<file path="src/rtl/wdpc_pkg.sv">
// ----------------------------------------------------------------------------
// wdpc_pkg
// shared widths, codes and constants of the wall distance pid controller
// ----------------------------------------------------------------------------
package wdpc_pkg;

    localparam int GAIN_W    = 16;
    localparam int EFFORT_W  = 10;
    localparam int ERROR_W   = 11;
    localparam int DT_W      = 16;
    localparam int FUNC_W    = 2;
    localparam int CFG_IDX_W = 2;

    localparam int EFFORT_CLAMP      = 300;
    localparam int ALL_SWITCH_TARGET = 130;
    localparam int DERIV_SCALE       = 1000;

    localparam logic [FUNC_W-1:0] FUNC_FRONT = 2'd0;
    localparam logic [FUNC_W-1:0] FUNC_BACK  = 2'd1;
    localparam logic [FUNC_W-1:0] FUNC_ALL   = 2'd2;

    localparam logic [CFG_IDX_W-1:0] CFG_GAIN_P = 2'd0;
    localparam logic [CFG_IDX_W-1:0] CFG_GAIN_I = 2'd1;
    localparam logic [CFG_IDX_W-1:0] CFG_GAIN_D = 2'd2;

    typedef enum logic [1:0] {
        TERM_P,
        TERM_I,
        TERM_D
    } term_t;

endpackage

</file>
<file path="src/rtl/wdpc_if.sv">
// ----------------------------------------------------------------------------
// wdpc interfaces
// valid/ready channels for step requests, results and gain writes
// ----------------------------------------------------------------------------
interface wdpc_step_if #(
    parameter int SENSOR_WIDTH = 10
);
    import wdpc_pkg::*;

    logic                    valid;
    logic                    ready;
    logic [FUNC_W-1:0]       func;
    logic                    side;
    logic [SENSOR_WIDTH-1:0] target_distance;
    logic [SENSOR_WIDTH-1:0] front_left_reading;
    logic [SENSOR_WIDTH-1:0] front_right_reading;
    logic [SENSOR_WIDTH-1:0] back_left_reading;
    logic [SENSOR_WIDTH-1:0] back_right_reading;
    logic [DT_W-1:0]         elapsed_ms;

    modport source (
        output valid, func, side, target_distance, front_left_reading,
               front_right_reading, back_left_reading, back_right_reading, elapsed_ms,
        input  ready
    );

    modport sink (
        input  valid, func, side, target_distance, front_left_reading,
               front_right_reading, back_left_reading, back_right_reading, elapsed_ms,
        output ready
    );
endinterface

interface wdpc_result_if;
    import wdpc_pkg::*;

    logic                       valid;
    logic                       ready;
    logic signed [ERROR_W-1:0]  error;
    logic signed [EFFORT_W-1:0] front_effort;
    logic signed [EFFORT_W-1:0] back_effort;
    logic signed [EFFORT_W-1:0] all_effort;

    modport source (
        output valid, error, front_effort, back_effort, all_effort,
        input  ready
    );

    modport sink (
        input  valid, error, front_effort, back_effort, all_effort,
        output ready
    );
endinterface

interface wdpc_cfg_if;
    import wdpc_pkg::*;

    logic                 valid;
    logic                 ready;
    logic [CFG_IDX_W-1:0] index;
    logic [GAIN_W-1:0]    data;

    modport source (
        output valid, index, data,
        input  ready
    );

    modport sink (
        input  valid, index, data,
        output ready
    );
endinterface

</file>
<file path="src/rtl/wall_distance_pid_controller.sv">
// ----------------------------------------------------------------------------
// wall_distance_pid_controller
// one request at a time: a new one is taken only when idle, after the last result
// is registered; the work is a bit-serial divide (SENSOR_WIDTH + 10 steps)
// and three 16-step multiplies on one adder
// async reset clears gains, integrators, efforts and previous error to zero
// ----------------------------------------------------------------------------
module wall_distance_pid_controller #(
    parameter int INTEGRATOR_WIDTH = 32,
    parameter int SENSOR_WIDTH     = 10
) (
    input  logic          clk,
    input  logic          rst_n,
    wdpc_step_if.sink     step,
    wdpc_result_if.source result,
    wdpc_cfg_if.sink      cfg
);
    import wdpc_pkg::*;

    localparam int IW   = INTEGRATOR_WIDTH;
    localparam int SW   = SENSOR_WIDTH;
    localparam int EW   = SW + 1;
    localparam int NW   = SW + 10;
    localparam int DW   = NW + 1;
    localparam int XW   = ((IW > EW) ? IW : EW) + 1;
    localparam int MW   = (IW > DW) ? IW : DW;
    localparam int SUMW = MW + GAIN_W + 2;
    localparam int QW   = SUMW - 8;
    localparam int CW   = $clog2(NW) + 1;

    typedef enum logic [2:0] {
        S_IDLE,
        S_SETUP,
        S_DIV,
        S_MUL,
        S_FINISH
    } state_t;

    state_t state_reg;

    logic [FUNC_W-1:0] func_reg;
    logic              side_reg;
    logic [SW-1:0]     target_reg;
    logic [SW-1:0]     fl_reg;
    logic [SW-1:0]     fr_reg;
    logic [SW-1:0]     bl_reg;
    logic [SW-1:0]     br_reg;
    logic [DT_W-1:0]   dt_reg;

    logic signed [GAIN_W-1:0]   gain_p_reg;
    logic signed [GAIN_W-1:0]   gain_i_reg;
    logic signed [GAIN_W-1:0]   gain_d_reg;
    logic signed [IW-1:0]       integ_all_reg;
    logic signed [IW-1:0]       integ_front_reg;
    logic signed [IW-1:0]       integ_back_reg;
    logic signed [EW-1:0]       prev_error_reg;
    logic signed [EFFORT_W-1:0] effort_all_reg;
    logic signed [EFFORT_W-1:0] effort_front_reg;
    logic signed [EFFORT_W-1:0] effort_back_reg;

    logic signed [EW-1:0]   e_reg;
    logic [NW-1:0]          quo_reg;
    logic [DT_W-1:0]        rem_reg;
    logic                   neg_reg;
    logic [CW-1:0]          cnt_reg;
    term_t                  term_reg;
    logic signed [SUMW-1:0] acc_reg;
    logic signed [SUMW-1:0] mcand_reg;
    logic [GAIN_W-1:0]      mplier_reg;

    logic                       out_valid_reg;
    logic signed [ERROR_W-1:0]  out_error_reg;
    logic signed [EFFORT_W-1:0] out_front_reg;
    logic signed [EFFORT_W-1:0] out_back_reg;
    logic signed [EFFORT_W-1:0] out_all_reg;

    logic signed [EW-1:0]       sel_error;
    logic [EW-1:0]              mag_e;
    logic [EW-1:0]              mag_prev;
    logic signed [EW-1:0]       diff;
    logic [EW-1:0]              diff_mag;
    logic [NW-1:0]              dividend;
    logic [DT_W-1:0]            dt_eff;
    logic [DT_W:0]              trial;
    logic [SUMW-1:0]            alu_a;
    logic [SUMW-1:0]            alu_b;
    logic                       alu_sub;
    logic [SUMW-1:0]            alu_sum;
    logic                       div_fits;
    logic signed [SUMW-1:0]     mul_acc;
    logic signed [IW-1:0]       integ_sel;
    logic signed [DW-1:0]       d_val;
    logic signed [QW-1:0]       shifted;
    logic signed [EFFORT_W-1:0] effort_new;
    logic                       finish_go;
    logic signed [EFFORT_W-1:0] effort_front_next;
    logic signed [EFFORT_W-1:0] effort_back_next;
    logic signed [EFFORT_W-1:0] effort_all_next;
    logic signed [EW+ERROR_W-1:0] e_wide;

    function automatic logic signed [IW-1:0] integrate(
        input logic signed [IW-1:0]       acc,
        input logic signed [EW-1:0]       e,
        input logic signed [EFFORT_W-1:0] eff
    );
        logic signed [XW-1:0] s;
        logic signed [XW-1:0] hi;
        logic signed [XW-1:0] lo;
        s  = $signed({{(XW-IW){acc[IW-1]}}, acc}) + $signed({{(XW-EW){e[EW-1]}}, e});
        hi = $signed({{(XW-IW+1){1'b0}}, {(IW-1){1'b1}}});
        lo = $signed({{(XW-IW+1){1'b1}}, {(IW-1){1'b0}}});
        if (eff >= EFFORT_W'(EFFORT_CLAMP) || eff <= EFFORT_W'(-EFFORT_CLAMP))
        begin
            integrate = acc;
        end
        else if (s > hi)
        begin
            integrate = hi[IW-1:0];
        end
        else if (s < lo)
        begin
            integrate = lo[IW-1:0];
        end
        else
        begin
            integrate = s[IW-1:0];
        end
    endfunction

    wdpc_select #(
        .SENSOR_WIDTH(SW)
    ) u_select (
        .func                (func_reg),
        .side                (side_reg),
        .target_distance     (target_reg),
        .front_left_reading  (fl_reg),
        .front_right_reading (fr_reg),
        .back_left_reading   (bl_reg),
        .back_right_reading  (br_reg),
        .error               (sel_error)
    );

    // derivative numerator
    assign mag_e    = sel_error[EW-1] ? EW'(-sel_error) : EW'(sel_error);
    assign mag_prev = prev_error_reg[EW-1] ? EW'(-prev_error_reg) : EW'(prev_error_reg);
    assign diff     = $signed(mag_e) - $signed(mag_prev);
    assign diff_mag = diff[EW-1] ? EW'(-diff) : EW'(diff);
    assign dividend = NW'(diff_mag[SW-1:0]) * NW'(DERIV_SCALE);
    assign dt_eff   = (dt_reg == '0) ? DT_W'(1) : dt_reg;

    // shared adder: restoring divide step or shift-add multiply step
    assign trial   = {rem_reg, quo_reg[NW-1]};
    assign alu_a   = (state_reg == S_DIV) ? SUMW'(trial) : acc_reg;
    assign alu_b   = (state_reg == S_DIV) ? SUMW'(dt_reg) : mcand_reg;
    assign alu_sub = (state_reg == S_DIV) ? 1'b1 : (cnt_reg == CW'(GAIN_W - 1));

    wdpc_alu #(
        .WIDTH(SUMW)
    ) u_alu (
        .a   (alu_a),
        .b   (alu_b),
        .sub (alu_sub),
        .sum (alu_sum)
    );

    assign div_fits = ~alu_sum[SUMW-1];
    assign mul_acc  = mplier_reg[0] ? $signed(alu_sum) : acc_reg;

    always_comb
    begin
        case (func_reg)
            FUNC_FRONT: integ_sel = integ_front_reg;
            FUNC_BACK:  integ_sel = integ_back_reg;
            default:    integ_sel = integ_all_reg;
        endcase
    end

    assign d_val = neg_reg ? -$signed({1'b0, quo_reg}) : $signed({1'b0, quo_reg});

    // floor shift by 8, then clamp
    assign shifted = acc_reg[SUMW-1:8];

    always_comb
    begin
        if (shifted > QW'(EFFORT_CLAMP))
        begin
            effort_new = EFFORT_W'(EFFORT_CLAMP);
        end
        else if (shifted < QW'(-EFFORT_CLAMP))
        begin
            effort_new = EFFORT_W'(-EFFORT_CLAMP);
        end
        else
        begin
            effort_new = shifted[EFFORT_W-1:0];
        end
    end

    assign finish_go = (state_reg == S_FINISH) && (!out_valid_reg || result.ready);

    always_comb
    begin
        effort_front_next = effort_front_reg;
        effort_back_next  = effort_back_reg;
        effort_all_next   = effort_all_reg;
        if (finish_go)
        begin
            case (func_reg)
                FUNC_FRONT: effort_front_next = effort_new;
                FUNC_BACK:  effort_back_next  = effort_new;
                default:    effort_all_next   = effort_new;
            endcase
        end
    end

    assign e_wide = {{ERROR_W{e_reg[EW-1]}}, e_reg};

    // control, state and registered outputs
    always_ff @(posedge clk or negedge rst_n)
    begin
        if (!rst_n)
        begin
            state_reg        <= S_IDLE;
            cnt_reg          <= '0;
            term_reg         <= TERM_P;
            integ_all_reg    <= '0;
            integ_front_reg  <= '0;
            integ_back_reg   <= '0;
            prev_error_reg   <= '0;
            effort_all_reg   <= '0;
            effort_front_reg <= '0;
            effort_back_reg  <= '0;
            out_valid_reg    <= 1'b0;
            out_error_reg    <= '0;
            out_front_reg    <= '0;
            out_back_reg     <= '0;
            out_all_reg      <= '0;
        end
        else
        begin
            if (finish_go)
            begin
                out_valid_reg <= 1'b1;
            end
            else if (result.ready)
            begin
                out_valid_reg <= 1'b0;
            end
            effort_front_reg <= effort_front_next;
            effort_back_reg  <= effort_back_next;
            effort_all_reg   <= effort_all_next;
            case (state_reg)
                S_IDLE:
                begin
                    if (step.valid)
                    begin
                        state_reg <= S_SETUP;
                    end
                end
                S_SETUP:
                begin
                    integ_all_reg   <= integrate(integ_all_reg, sel_error, effort_all_reg);
                    integ_front_reg <= integrate(integ_front_reg, sel_error, effort_front_reg);
                    integ_back_reg  <= integrate(integ_back_reg, sel_error, effort_back_reg);
                    prev_error_reg  <= sel_error;
                    cnt_reg         <= '0;
                    state_reg       <= S_DIV;
                end
                S_DIV:
                begin
                    if (cnt_reg == CW'(NW - 1))
                    begin
                        cnt_reg   <= '0;
                        term_reg  <= TERM_P;
                        state_reg <= S_MUL;
                    end
                    else
                    begin
                        cnt_reg <= cnt_reg + CW'(1);
                    end
                end
                S_MUL:
                begin
                    if (cnt_reg == CW'(GAIN_W - 1))
                    begin
                        cnt_reg <= '0;
                        case (term_reg)
                            TERM_P:  term_reg  <= TERM_I;
                            TERM_I:  term_reg  <= TERM_D;
                            default: state_reg <= S_FINISH;
                        endcase
                    end
                    else
                    begin
                        cnt_reg <= cnt_reg + CW'(1);
                    end
                end
                S_FINISH:
                begin
                    if (finish_go)
                    begin
                        out_error_reg <= e_wide[ERROR_W-1:0];
                        out_front_reg <= effort_front_next;
                        out_back_reg  <= effort_back_next;
                        out_all_reg   <= effort_all_next;
                        state_reg     <= S_IDLE;
                    end
                end
                default:
                begin
                    state_reg <= S_IDLE;
                end
            endcase
        end
    end

    // gain registers
    always_ff @(posedge clk or negedge rst_n)
    begin
        if (!rst_n)
        begin
            gain_p_reg <= '0;
            gain_i_reg <= '0;
            gain_d_reg <= '0;
        end
        else if (cfg.valid && cfg.ready)
        begin
            case (cfg.index)
                CFG_GAIN_P: gain_p_reg <= $signed(cfg.data);
                CFG_GAIN_I: gain_i_reg <= $signed(cfg.data);
                CFG_GAIN_D: gain_d_reg <= $signed(cfg.data);
                default:    ;
            endcase
        end
    end

    // datapath
    always_ff @(posedge clk)
    begin
        case (state_reg)
            S_IDLE:
            begin
                if (step.valid)
                begin
                    func_reg   <= step.func;
                    side_reg   <= step.side;
                    target_reg <= step.target_distance;
                    fl_reg     <= step.front_left_reading;
                    fr_reg     <= step.front_right_reading;
                    bl_reg     <= step.back_left_reading;
                    br_reg     <= step.back_right_reading;
                    dt_reg     <= step.elapsed_ms;
                end
            end
            S_SETUP:
            begin
                e_reg   <= sel_error;
                quo_reg <= dividend;
                rem_reg <= '0;
                neg_reg <= diff[EW-1];
                dt_reg  <= dt_eff;
            end
            S_DIV:
            begin
                rem_reg <= div_fits ? alu_sum[DT_W-1:0] : trial[DT_W-1:0];
                quo_reg <= {quo_reg[NW-2:0], div_fits};
                if (cnt_reg == CW'(NW - 1))
                begin
                    acc_reg    <= '0;
                    mcand_reg  <= $signed({{(SUMW-EW){e_reg[EW-1]}}, e_reg});
                    mplier_reg <= gain_p_reg;
                end
            end
            S_MUL:
            begin
                acc_reg <= mul_acc;
                if (cnt_reg == CW'(GAIN_W - 1) && term_reg == TERM_P)
                begin
                    mcand_reg  <= $signed({{(SUMW-IW){integ_sel[IW-1]}}, integ_sel});
                    mplier_reg <= gain_i_reg;
                end
                else if (cnt_reg == CW'(GAIN_W - 1) && term_reg == TERM_I)
                begin
                    mcand_reg  <= $signed({{(SUMW-DW){d_val[DW-1]}}, d_val});
                    mplier_reg <= gain_d_reg;
                end
                else
                begin
                    mcand_reg  <= mcand_reg <<< 1;
                    mplier_reg <= mplier_reg >> 1;
                end
            end
            default:
            begin
            end
        endcase
    end

    assign step.ready          = (state_reg == S_IDLE);
    assign cfg.ready           = 1'b1;
    assign result.valid        = out_valid_reg;
    assign result.error        = out_error_reg;
    assign result.front_effort = out_front_reg;
    assign result.back_effort  = out_back_reg;
    assign result.all_effort   = out_all_reg;

    ap_accept_setup: assert property (@(posedge clk) disable iff (!rst_n)
        step.valid && step.ready |=> state_reg == S_SETUP)
        else $error("accepted request did not start setup");

    ap_result_from_finish: assert property (@(posedge clk) disable iff (!rst_n)
        $rose(out_valid_reg) |-> $past(state_reg == S_FINISH))
        else $error("result raised outside finish");

    ap_div_count: assert property (@(posedge clk) disable iff (!rst_n)
        state_reg == S_DIV |-> cnt_reg < CW'(NW))
        else $error("divide step count out of range");

    ap_effort_clamp: assert property (@(posedge clk) disable iff (!rst_n)
        effort_front_reg <= EFFORT_W'(EFFORT_CLAMP) && effort_front_reg >= EFFORT_W'(-EFFORT_CLAMP)
        && effort_back_reg <= EFFORT_W'(EFFORT_CLAMP) && effort_back_reg >= EFFORT_W'(-EFFORT_CLAMP)
        && effort_all_reg <= EFFORT_W'(EFFORT_CLAMP) && effort_all_reg >= EFFORT_W'(-EFFORT_CLAMP))
        else $error("effort register outside clamp");
endmodule

</file>
<file path="src/rtl/wdpc_alu.sv">
// ----------------------------------------------------------------------------
// wdpc_alu
// shared add/subtract unit for the divide and multiply steps
// ----------------------------------------------------------------------------
module wdpc_alu #(
    parameter int WIDTH = 50
) (
    input  logic [WIDTH-1:0] a,
    input  logic [WIDTH-1:0] b,
    input  logic             sub,
    output logic [WIDTH-1:0] sum
);
    logic [WIDTH-1:0] b_op;

    assign b_op = sub ? ~b : b;
    assign sum  = a + b_op + {{(WIDTH-1){1'b0}}, sub};
endmodule

</file>
<file path="src/rtl/wdpc_select.sv">
// ----------------------------------------------------------------------------
// wdpc_select
// sensor selection by mode and side, signed distance error
// ----------------------------------------------------------------------------
module wdpc_select #(
    parameter int SENSOR_WIDTH = 10
) (
    input  logic [wdpc_pkg::FUNC_W-1:0] func,
    input  logic                        side,
    input  logic [SENSOR_WIDTH-1:0]     target_distance,
    input  logic [SENSOR_WIDTH-1:0]     front_left_reading,
    input  logic [SENSOR_WIDTH-1:0]     front_right_reading,
    input  logic [SENSOR_WIDTH-1:0]     back_left_reading,
    input  logic [SENSOR_WIDTH-1:0]     back_right_reading,
    output logic signed [SENSOR_WIDTH:0] error
);
    import wdpc_pkg::*;

    localparam int EW = SENSOR_WIDTH + 1;

    logic                    use_front;
    logic [SENSOR_WIDTH-1:0] reading;
    logic signed [EW-1:0]    target_s;
    logic signed [EW-1:0]    reading_s;

    always_comb
    begin
        case (func)
            FUNC_FRONT: use_front = 1'b1;
            FUNC_BACK:  use_front = 1'b0;
            default:    use_front = {1'b0, target_distance} < EW'(ALL_SWITCH_TARGET);
        endcase
    end

    always_comb
    begin
        if (use_front)
        begin
            reading = side ? front_right_reading : front_left_reading;
        end
        else
        begin
            reading = side ? back_right_reading : back_left_reading;
        end
    end

    assign target_s  = $signed({1'b0, target_distance});
    assign reading_s = $signed({1'b0, reading});
    // right side: target minus reading, left side negated
    assign error     = side ? (target_s - reading_s) : (reading_s - target_s);
endmodule

</file>
<file path="src/flat_wrapper.sv">
// flat-port wrapper written by rule: the top's interface ports become plain ports
module wall_distance_pid_controller_flat import wdpc_pkg::*;
#(
    parameter int INTEGRATOR_WIDTH = 32,
    parameter int SENSOR_WIDTH     = 10
)
  (clk, rst_n, step_valid, step_func, step_side, step_target_distance, step_front_left_reading, step_front_right_reading, step_back_left_reading, step_back_right_reading, step_elapsed_ms, step_ready, result_valid, result_error, result_front_effort, result_back_effort, result_all_effort, result_ready, cfg_valid, cfg_index, cfg_data, cfg_ready);
  wdpc_step_if #(.SENSOR_WIDTH(SENSOR_WIDTH)) step_i ();
  wdpc_result_if result_i ();
  wdpc_cfg_if cfg_i ();
  input  logic clk;
  input  logic rst_n;
  input wire logic [$bits(step_i.valid)-1:0] step_valid;
  input wire logic [$bits(step_i.func)-1:0] step_func;
  input wire logic [$bits(step_i.side)-1:0] step_side;
  input wire logic [$bits(step_i.target_distance)-1:0] step_target_distance;
  input wire logic [$bits(step_i.front_left_reading)-1:0] step_front_left_reading;
  input wire logic [$bits(step_i.front_right_reading)-1:0] step_front_right_reading;
  input wire logic [$bits(step_i.back_left_reading)-1:0] step_back_left_reading;
  input wire logic [$bits(step_i.back_right_reading)-1:0] step_back_right_reading;
  input wire logic [$bits(step_i.elapsed_ms)-1:0] step_elapsed_ms;
  output wire logic [$bits(step_i.ready)-1:0] step_ready;
  output wire logic [$bits(result_i.valid)-1:0] result_valid;
  output wire logic [$bits(result_i.error)-1:0] result_error;
  output wire logic [$bits(result_i.front_effort)-1:0] result_front_effort;
  output wire logic [$bits(result_i.back_effort)-1:0] result_back_effort;
  output wire logic [$bits(result_i.all_effort)-1:0] result_all_effort;
  input wire logic [$bits(result_i.ready)-1:0] result_ready;
  input wire logic [$bits(cfg_i.valid)-1:0] cfg_valid;
  input wire logic [$bits(cfg_i.index)-1:0] cfg_index;
  input wire logic [$bits(cfg_i.data)-1:0] cfg_data;
  output wire logic [$bits(cfg_i.ready)-1:0] cfg_ready;
  assign step_i.valid = step_valid;
  assign step_i.func = step_func;
  assign step_i.side = step_side;
  assign step_i.target_distance = step_target_distance;
  assign step_i.front_left_reading = step_front_left_reading;
  assign step_i.front_right_reading = step_front_right_reading;
  assign step_i.back_left_reading = step_back_left_reading;
  assign step_i.back_right_reading = step_back_right_reading;
  assign step_i.elapsed_ms = step_elapsed_ms;
  assign step_ready = step_i.ready;
  assign result_valid = result_i.valid;
  assign result_error = result_i.error;
  assign result_front_effort = result_i.front_effort;
  assign result_back_effort = result_i.back_effort;
  assign result_all_effort = result_i.all_effort;
  assign result_i.ready = result_ready;
  assign cfg_i.valid = cfg_valid;
  assign cfg_i.index = cfg_index;
  assign cfg_i.data = cfg_data;
  assign cfg_ready = cfg_i.ready;
  wall_distance_pid_controller #(.INTEGRATOR_WIDTH(INTEGRATOR_WIDTH), .SENSOR_WIDTH(SENSOR_WIDTH)) u_core (.clk(clk), .rst_n(rst_n), .step(step_i), .result(result_i), .cfg(cfg_i));
endmodule
</file>
<file path="config.mk">
export PLATFORM = sky130hd
export DESIGN_NAME = wall_distance_pid_controller_flat
export DESIGN_NICKNAME = d
export VERILOG_FILES = /design/src/rtl/wdpc_pkg.sv /design/src/rtl/wdpc_if.sv /design/src/rtl/wall_distance_pid_controller.sv /design/src/rtl/wdpc_alu.sv /design/src/rtl/wdpc_select.sv /design/src/flat_wrapper.sv
export SDC_FILE = /design/constraint.sdc
export NUM_CORES = 1
export LEC_CHECK = 0
export BUFFER_PORTS_ARGS = -buffer_cell sky130_fd_sc_hd__buf_2
export CAP_MARGIN = 30
export CELL_PAD_IN_SITES_DETAIL_PLACEMENT = 1
export CELL_PAD_IN_SITES_GLOBAL_PLACEMENT = 1
export CORE_MARGIN = 3
export CORE_UTILIZATION = 53
export DETAILED_ROUTE_END_ITERATION = 8
export PLACE_DENSITY_LB_ADDON = 0.1
export SYNTH_ARGS = -nofsm -noshare
export SYNTH_HDL_FRONTEND = slang
export SYNTH_SLANG_ARGS = --single-unit
</file>
<file path="constraint.sdc">
create_clock -name clk -period 22.2 [get_ports clk]
set_input_delay 3.33 -clock clk [delete_from_list [all_inputs] [get_ports clk]]
set_output_delay 3.33 -clock clk [all_outputs]
set_load 0.02 [all_outputs]
</file>
======== Yosys cells after proc, flatten, opt, wreduce, memory -nomap -nowiden ========
Cells that the tools add are included.
word-level totals
  flip-flop bits (word level) ............. 471
  logic and storage cells ................. 178
  output and inout port bits .............. 44
operators by class
  $add $sub $neg .......................... 13
  $mul .................................... 1
  reduce and logical (&&, ||, !) cells .... 33
  magnitude comparators ................... 15
  equal/unequal tests ..................... 18
  bitwise logic cells ..................... 5
  muxes and demuxes ....................... 60
operators by type and width
  kind                  count
  $mux 50               8
  $pmux 50 s2           2
  $mux 32               6
  $mux 10               12
  $add 32x11->33        3
  $gt 33x32->1 const B  3
  $lt 33x32->1 const B  3
  $mux 16               6
  $pmux 16 s2           3
  $pmux 32 s2           1
  $add 50x1->50         1
  $add 50x50->50        1
  $not 50->50           1
  $gt 42x10->1 const B  1
  $lt 42x10->1 const B  1
  $pmux 20 s2           1
  $mux 11               3
  $ge 10x10->1 const B  3
  $le 10x10->1 const B  3
  $neg 11->11           2
  $sub 10x10->11        2
  $mux 21               1
  $neg 20->21           1
  $pmux 6 s3            1
  other kinds (36)      76

======== Longest topological paths before layout ========
Gate-level depths: netlist of run 1.
  word-level depth ........................ 12
  gate-level depth with buffers ........... 45
  gate-level depth less buffers ........... 44

======== Modules after synthesis ========
Synthesis of run 1 repeated with hierarchy kept, for this count alone.
unflattened totals
  cells, all modules ...................... 3539
  area, all modules ....................... 33163.1 µm²
modules (own cells, without submodules)
  module                        area each (µm²)  times used  cells an instance  sequential area each (µm²)
  wall_distance_pid_controller  28691.3          1           2946               12952.4
  wdpc_alu                      3335.7           1           455                0.0
  wdpc_select                   1136.1           1           138                0.0

======== Worst setup path before layout of run 1 ========
OpenSTA, ideal clock, no wires.
  path type ............................... reg-to-reg
  start point ............................. register u_core.side_reg
  end point ............................... register u_core.quo_reg[18], data pin
  path buffers ............................ 3
  data required time ...................... 21.928 ns
  setup time .............................. 0.272 ns
  slack ................................... 12.167 ns
  cell stages (with the launch flop) ...... 40
  arrival ................................. 9.760 ns
  path through ............................ edfxtp_1 > buf_2 > inv_1 > buf_1 > mux4_2 > ha_1 > buf_6 > and3_1 > a221oi_1 > mux2i_1 > nand3_1 > o21ai_0 > inv_1 > o41ai_1 > xnor2_1 > ha_1 > and3_1 > a2111oi_0 > [4 not listed] > ha_1 > ha_1 > xor2_1 > ha_1 > inv_1 > fa_1 > fa_1 > inv_1 > ha_1 > a21oi_1 > o21bai_1 > a21oi_1 > nor2b_1 > o21ai_0 > a21oi_1 > o31ai_1 > xor2_1 > o21ai_0
between the ends
  elaborated cells on any way between the ends .. 13
  those cells by class .................... add/sub: 5; mul: 1; mux: 7
RTL lines
  what                                           line                                  RTL
  start, declared                                wall_distance_pid_controller.sv:42    logic side_reg;
  start signal, assigned                         wall_distance_pid_controller.sv:346   side_reg <= step.side;
  $mux 10 (on tied branches)                     wdpc_select.sv:43, wdpc_select.sv:39
  $mux 10                                        wdpc_select.sv:37                     if (use_front)
  $sub 10x10->11                                 wdpc_select.sv:50                     assign error = side ? (target_s - reading_s) : (reading_s - target_s);
  $mux 11 (*)                                    wdpc_select.sv:50
  via u_core.sel_error[10]                       wall_distance_pid_controller.sv:77    logic signed [EW-1:0] sel_error;
  $neg 11->11 / $mux 11 (equally long branches)  wall_distance_pid_controller.sv:144   assign mag_e = sel_error[EW-1] ? EW'(-sel_error) : EW'(sel_error);
  $mux 11 (*)                                    wall_distance_pid_controller.sv:144
  $sub 11x11->11 (*)                             wall_distance_pid_controller.sv:146   assign diff = $signed(mag_e) - $signed(mag_prev);
  $mux 10 (*)                                    wall_distance_pid_controller.sv:147   assign diff_mag = diff[EW-1] ? EW'(-diff) : EW'(diff);
  $mul 10x7->17 (*)                              wall_distance_pid_controller.sv:148   assign dividend = NW'(diff_mag[SW-1:0]) * NW'(DERIV_SCALE);
  $pmux 20 s2 (*)                                wall_distance_pid_controller.sv:340   case (state_reg)
  end signal, assigned                           wall_distance_pid_controller.sv:358   quo_reg <= dividend;
  end signal, assigned                           wall_distance_pid_controller.sv:366   quo_reg <= {quo_reg[NW-2:0], div_fits};
  end, declared                                  wall_distance_pid_controller.sv:62    logic [NW-1:0] quo_reg;
Mark *: on every way through the listed nets, which the timed path passes. The rest lies on a longest branch.
A chain may end at the register's enable or synchronous reset.

======== Worst setup path in the final report of run 1 ========
  start point ............................. register u_core.func_reg[1]
  end point ............................... register u_core.quo_reg[18], data pin
between the ends
  longest elaborated chain between the ends .. 12
  elaborated cells on any way between the ends .. 14
  those cells by class .................... add/sub: 5; mul: 1; eq/ne: 1; mux: 6; reduce/logical: 1
ends and longest elaborated chain
  what                                                  line                                 RTL
  start, declared                                       wall_distance_pid_controller.sv:41   logic [FUNC_W-1:0] func_reg;
  start signal, assigned                                wall_distance_pid_controller.sv:345  func_reg <= step.func;
  $eq 2x1->1 / $logic_not 2->1 (equally long branches)  wdpc_select.sv:28                    case (func)
  $pmux 1 s2 (*)                                        wdpc_select.sv:28
  $mux 10 (*)                                           wdpc_select.sv:37
  $sub 10x10->11                                        wdpc_select.sv:50
  $mux 11 (*)                                           wdpc_select.sv:50
  via u_core.sel_error[4]                               wall_distance_pid_controller.sv:77
  $neg 11->11                                           wall_distance_pid_controller.sv:144
  $mux 11 (*)                                           wall_distance_pid_controller.sv:144
  $sub 11x11->11 (*)                                    wall_distance_pid_controller.sv:146
  $neg 10->10                                           wall_distance_pid_controller.sv:147
  $mux 10 (*)                                           wall_distance_pid_controller.sv:147
  $mul 10x7->17 (*)                                     wall_distance_pid_controller.sv:148
  $pmux 20 s2 (*)                                       wall_distance_pid_controller.sv:340
Marked as above.

==> metrics.csv, run 1 <==
metric;value;unit
mappedNetlistArea;33000;um2
cp_common_cell;a21oi_1;
fmax;0.0861;GHz
synth-edff-count;233;
synth_ff_type;dfrtp_1;
tritoncts;built;
synthAdderAreaFrac;11.3;%
grt-ovfl-total;0;
yosys.area_share.simple;15.5;%
cts_max_level;2;
layout.nets;3942;
wire_per_inst;23.6;um
numPortBuffers;134;
criticalPathCategory;register to register;
fin_crit_sh;52.3;%
tightest_slew;1.04;ns
hold_depth;2;
ys_types;89;
grt_pass1_wl;166000;um
synth_seq_area_share;39.3;%
ys_ff_latch;471;
finalCriticalPeriod;11.61;ns
regToRegSetupSlack;10.59;ns
wl;105000;um
netlist_top_cells_count;nand2_1, a21oi_1, nor2_1, o21ai_0, dfrtp_1;
cp-start-kind;register;
drv_slew;0;
dieArea;65300;um2
yosys_warnings;0;
maxCapViolCount;0;
track_usage;31.6;%
final.fill_count;6874;
grt_start_max_net_pins;97;
cpPeakStageDelay;0.62;ns
gp_congestion;0.970;
yosys.area.top_type;edfxtp_1;
cts-root-buf;clkbuf_16;
clock-sinks;471;
drc;0;
postCtsSetupRepairBufs;0;
worst_ep_arrival_time;11.97;ns
synthTopCellsByArea;edfxtp_1, dfrtp_1, ha_1;
rsz0062_at_grt;false;
via_per_inst;6.18;
r2r.worst_path.cells;41;
grt_pass1_vias;29400;
synth_nets;3868;
setup_viol;0;
cts_buffers;53;
ctsHoldBuffers;0;
synth.most_common_cell;nand2_1;
max_slew_margin;30.6;%
drtIter0Drc;1849;
synth_top_family_by_area;compound AO/OA/AOI/OAI gates;
coreArea;60900;um2
drtPass1Iterations;5;
synth_cells;3521;
insertion_delay;0.66;ns
cts_buffer_depth;3;
cp.required;22.56;ns
vias;27600;
postCtsResizedCells;0;
io_pins;136;
ant_nets;0;
hp-class;register to register;
drive_above_1_share;11.3;%
rows;90;
antenna_found_initial;4;
yosysTopAreaCellShare;21.2;%
area_growth;10.4;%
syn_avg_cell_area;9.37;um2
slowest_stage;buf_4;
clk_pin_slew;0.06;ns
die_w;255;um
synthArstFlopShare;50.5;%
setup_tns;0;ns
finClkSkew;0.0521;ns
synth_mux_area_share;5.85;%
status;finished, final reports clean;
die_height;255;um
synth_compound_area_share;18.0;%
cp_max_fo;63;
end_kind;register;
hold_viol;0;
dp_hpwl;77500;um
synthXorXnorAreaFrac;6.56;%
initial_utilization;54.1;%
## worst max-delay path: cells and delay by family (launching register included)
| kind | cells | cell delay (ns) |
|---|---|---|
| buffers and inverters | 5 | 1.25 |
| adder cells (fa/ha/maj) | 8 | 3.04 |
| flip-flops | 1 | 0.33 |
| AO/OA/AOI/OAI | 15 | 3.56 |
| multiplexers | 1 | 0.38 |
| AND/OR/NAND/NOR | 8 | 1.72 |
| XOR/XNOR | 4 | 1.03 |
## cells by family after synthesis
kind of cell,after synthesis
xor+xnor,247
mux,168
simple gates,1101
fa+ha+maj,283
buf+inv,302
other cells,1
compound gates,948
flops,471
## cells in the final DEF, fill, tap and decap left out, types with 15 or more instances in the layout
cell type / n
nor4_1: 21
edfxtp_1: 233
dfrtp_1: 237
a31oi_1: 30
o31ai_1: 32
inv_1: 139
nand2b_1: 43
mux2i_1: 61
buf_4: 41
o21bai_1: 24
xnor2_1: 146
a21oi_1: 272
a22o_1: 24
fa_1: 34
and2_1: 85
nand2_1: 457
nor2_1: 261
maj3_1: 28
a21o_1: 82
o211ai_1: 15
ha_1: 221
nand3_1: 44
and3_1: 26
clkbuf_16: 55
nor2b_1: 30
a211oi_1: 57
o21a_1: 24
nor3_1: 34
o21ai_0: 261
buf_2: 133
xor2_1: 101
nand4_1: 25
mux2_2: 97
## metal layers
layer  vias to the layer above  track usage, %  share of wire [%]
met3                       199            3.33                4.5
met4                         4            11.7                3.8
met2                       703            54.7                 49
met5                         -               0              0.025
met1                     13900            41.2                 43
li1                      12800               -                  -
## area by class of cell
| cell class | instances | area [um2] | area share, % |
|---|---|---|---|
| antenna | 1 | 2.50 | 0.00687 |
| clock buffer | 75 | 1530 | 4.20 |
| clock inverter | 25 | 300 | 0.824 |
| inverter | 140 | 526 | 1.44 |
| multi-input combinational | 2748 | 19000 | 52.1 |
| sequential | 471 | 13000 | 35.6 |
| tap | 828 | 1040 | 2.84 |
| timing repair buffer | 181 | 1110 | 3.06 |
## through the flow
step           cell area [um2]  util [%]  worst slack [ns]  std cells  hold slack, ns
6_report                 36400      59.8             10.59       4469           0.467
3_5_place_dp             34500      56.7             10.69       4366           0.458
3_3_place_gp             34500      56.6             11.03       4361           0.454
5_1_grt                  36400      59.8              9.91       4469           0.511
4_1_cts                  36400      59.7             10.65       4466           0.472
2_1_floorplan            33000         -             12.17       3521           0.441
## worst paths after layout
kind | start | endpoint
min reg2reg | u_core.result.back_effort[4] | u_core.result.back_effort[4]
min | u_core.result.back_effort[4] | u_core.result.back_effort[4]
max reg2reg | u_core.func_reg[1] | u_core.quo_reg[18]
min in group asynchronous | rst_n | u_core.integ_all_reg[28]
max | u_core.func_reg[1] | u_core.quo_reg[18]
max in group asynchronous | rst_n | u_core.gain_d_reg[4]
Power of run 1 is not shown: default switching activity piles up to over one toggle a cycle in this logic, so the estimate is an artifact.
==> run 2, diff against run 1 <==
--- a/config.mk
+++ b/config.mk
@@ -5,12 +5,13 @@
 export SDC_FILE = /design/constraint.sdc
 export NUM_CORES = 1
 export LEC_CHECK = 0
+export ABC_AREA = 1
 export BUFFER_PORTS_ARGS = -buffer_cell sky130_fd_sc_hd__buf_2
 export CAP_MARGIN = 30
 export CELL_PAD_IN_SITES_DETAIL_PLACEMENT = 1
 export CELL_PAD_IN_SITES_GLOBAL_PLACEMENT = 1
 export CORE_MARGIN = 3
-export CORE_UTILIZATION = 53
+export CORE_UTILIZATION = 43
 export DETAILED_ROUTE_END_ITERATION = 8
 export PLACE_DENSITY_LB_ADDON = 0.1
 export SYNTH_ARGS = -nofsm -noshare
==> constraint.sdc (replaced) <==
create_clock -name clk -period 10.3 [get_ports clk]
set_input_delay 1.545 -clock clk [delete_from_list [all_inputs] [get_ports clk]]
set_output_delay 1.545 -clock clk [all_outputs]
set_load 0.02 [all_outputs]
==> run 2 against run 1 <==
Effect of this change:
- count of clock-buffer cells in the layout rose by 15
- global-route usage fell by 4.7 points
- synthesized area increased by 1.6%
- non-clock buffer count is 1 higher
- die area up 25%
- maximum frequency increased by 23%
- critical endpoint is now u_core.quo_reg[19]
==> metrics.csv, run 2 <==
metric;value;unit;change
r2r-end;u_core.quo_reg[19];;
drtIter0Drc;2021;;+9.3%
cp_max_fo;20;;-68%
netlist_top_cells_count;nand2_1, inv_1, o21ai_0, a21oi_1, nor2_1;;
dieArea;81300;um2;+25%
tritoncts;built;;
maxCapViolCount;0;;unchanged
layout_commonest_cell;nand2_1;;
yosys.area.top_type;edfxtp_1;;
gp_congestion;0.904;;-6.8%
synth_seq_area_share;38.6;%;-0.62 points
min_from;u_core.result.all_effort[0];;
numPortBuffers;134;;unchanged
cp_common_cell;nand2_1;;
synth_ff_type;dfrtp_1;;
fin_area;37200;um2;+2.1%
place_area;35300;um2;+2.3%
mappedNetlistArea;33500;um2;+1.6%
vias;30300;;+9.6%
regToRegSetupSlack;0.89;ns;-9.70 ns
wire_per_inst;20.3;um;-14%
synth_nets;4647;;+20%
grt-ovfl-total;0;;unchanged
clk_pin_slew;0.06;ns;about the same
layout_common_cells;nand2_1, inv_1, o21ai_0;;
layout.nets;4740;;+20%
grt_pass1_vias;31500;;+7.2%
grt_pass1_wl;176000;um;+5.8%
criticalPathCategory;register to register;;
drv_slew;0;;unchanged
insertion_delay;0.63;ns;-0.03 ns
rows;101;;+12%
syn_avg_cell_area;7.80;um2;-17%
cts-root-buf;clkbuf_16;;
wl;111000;um;+5.3%
coreArea;76600;um2;+26%
die_height;285;um;+12%
synthArstFlopShare;50.5;%;unchanged
ys_types;69;;-22%
timing.final.ws_setup;0.888;ns;-9.70 ns
clock-sinks;471;;unchanged
drive_above_1_share;7.91;%;-3.4 points
reg2reg_from;u_core.target_reg[3];;
antenna_found_initial;0;;-4
final.fill_count;9536;;+39%
cpPeakStageDelay;0.56;ns;-0.06 ns
seq_area;13000;um2;about the same
track_usage;27.0;%;-4.7 points
layoutNonFillerInstCount;5468;;+22%
status;finished, final reports clean;;
worst_ep_arrival_time;9.79;ns;-2.18 ns
die_w;285;um;+12%
hold_viol;0;;unchanged
r2r.worst_path.cells;46;;+12%
ant_nets;0;;unchanged
place_ws;0.145;ns;-10.54 ns
drc;0;;unchanged
via_per_inst;5.54;;-10%
end_kind;register;;
tightest_slew;1.00;ns;-0.0367 ns
hold_depth;2;;unchanged
dp.cells;5361;;+23%
finClkSkew;0.0282;ns;-0.0239 ns
cp.required;10.67;ns;-11.89 ns
fin_crit_sh;91.4;%;+39 points
fmax;0.106;GHz;+23%
slowest_stage;fa_1;;
cts_buffer_depth;3;;unchanged
synth_cells;4300;;+22%
cts_buffers;55;;+3.8%
dp_hpwl;83400;um;+7.6%
initial_utilization;43.8;%;-10 points
grt_start_max_net_pins;114;;+18%
hp-class;register to register;;
ys_ff_latch;471;;unchanged
cts_max_level;2;;unchanged
multi_input_area;18000;um2;-5.3%
drtPass1Iterations;5;;unchanged
io_pins;136;;unchanged
synth-edff-count;233;;unchanged
whs_endpoint;u_core.result.all_effort[0];;
final_util;48.6;%;-11 points
synthTopCellsByArea;edfxtp_1, dfrtp_1, nand2_1;;
yosys_warnings;0;;unchanged
cp-start-kind;register;;
yosysTopAreaCellShare;20.9;%;-0.34 points
finalCriticalPeriod;9.41;ns;-2.20 ns
max_slew_margin;33.1;%;+2.5 points
setup_viol;0;;unchanged
synth.most_common_cell;nand2_1;;
area_growth;11.0;%;
==> run 2: how the worst max path moves through the flow <==
stage                              start            endpoint
floorplan                u_core.side_reg  u_core.quo_reg[19]
global route        u_core.target_reg[3]  u_core.quo_reg[19]
finish              u_core.target_reg[3]  u_core.quo_reg[19]
detailed placement    u_core.func_reg[1]  u_core.quo_reg[19]
global placement      u_core.func_reg[1]  u_core.quo_reg[19]
CTS                   u_core.func_reg[1]  u_core.quo_reg[19]
==> run 2: final cells by class <==
cell class,instances,share of cell area (%)
repair buffers,182,3.04
well taps,1030,3.46
multi-input cells,3119,48.3
clock inverters,11,0.353
diodes,1,0.00672
flip-flops and latches,471,34.8
inverters,564,5.71
clock buffers,90,4.35
==> run 2: logic make-up after synthesis <==
kind of cell	after synthesis	share of synthesized area, %
buffers and inverters	710	8.15
muxes	1	0.0299
DFF	471	38.6
xor gates and xnor gates	165	4.45
AOI/OAI and AO/OA	1107	18.9
and+or+nand+nor	1590	19.6
adders and majority gates	255	10.3
other	1	0.0112
==> run 2: metal layers <==
layer / global-route usage (%) / share of wire (%)
met1: 36.8 / 46
met2: 46.2 / 48
met3: 2.63 / 3.8
met4: 6.67 / 2.5
met5: 0 / 0
==> run 2: metrics by stage <==
stage	hold slack, ns	TNS [ns]
2_1_floorplan	0.444	0
3_3_place_gp	0.459	0
3_5_place_dp	0.463	0
4_1_cts	0.481	0
5_1_grt	0.505	-0.00239
6_report	0.476	0
==> run 2: worst max-delay path, delay by kind of cell (launching register included) <==
family / cells / cell delay (ns)
buffers and inverters: 8 / 0.82
DFF: 1 / 0.42
AOI/OAI and AO/OA: 10 / 1.64
and+or+nand+nor: 18 / 2.23
adders and majority gates: 8 / 3.19
xor gates and xnor gates: 2 / 0.86
==> run 2: repair_timing <==
| item | CTS | global route |
|---|---|---|
| setup endpoints to repair | 0 | 5 |
| endpoints found under the hold margin | 0 | 0 |
| resized for setup | 0 | 17 |
| hold buffers | 0 | 0 |
| setup buffers | 0 | 4 |
Power of run 2 is left out for the same reason.
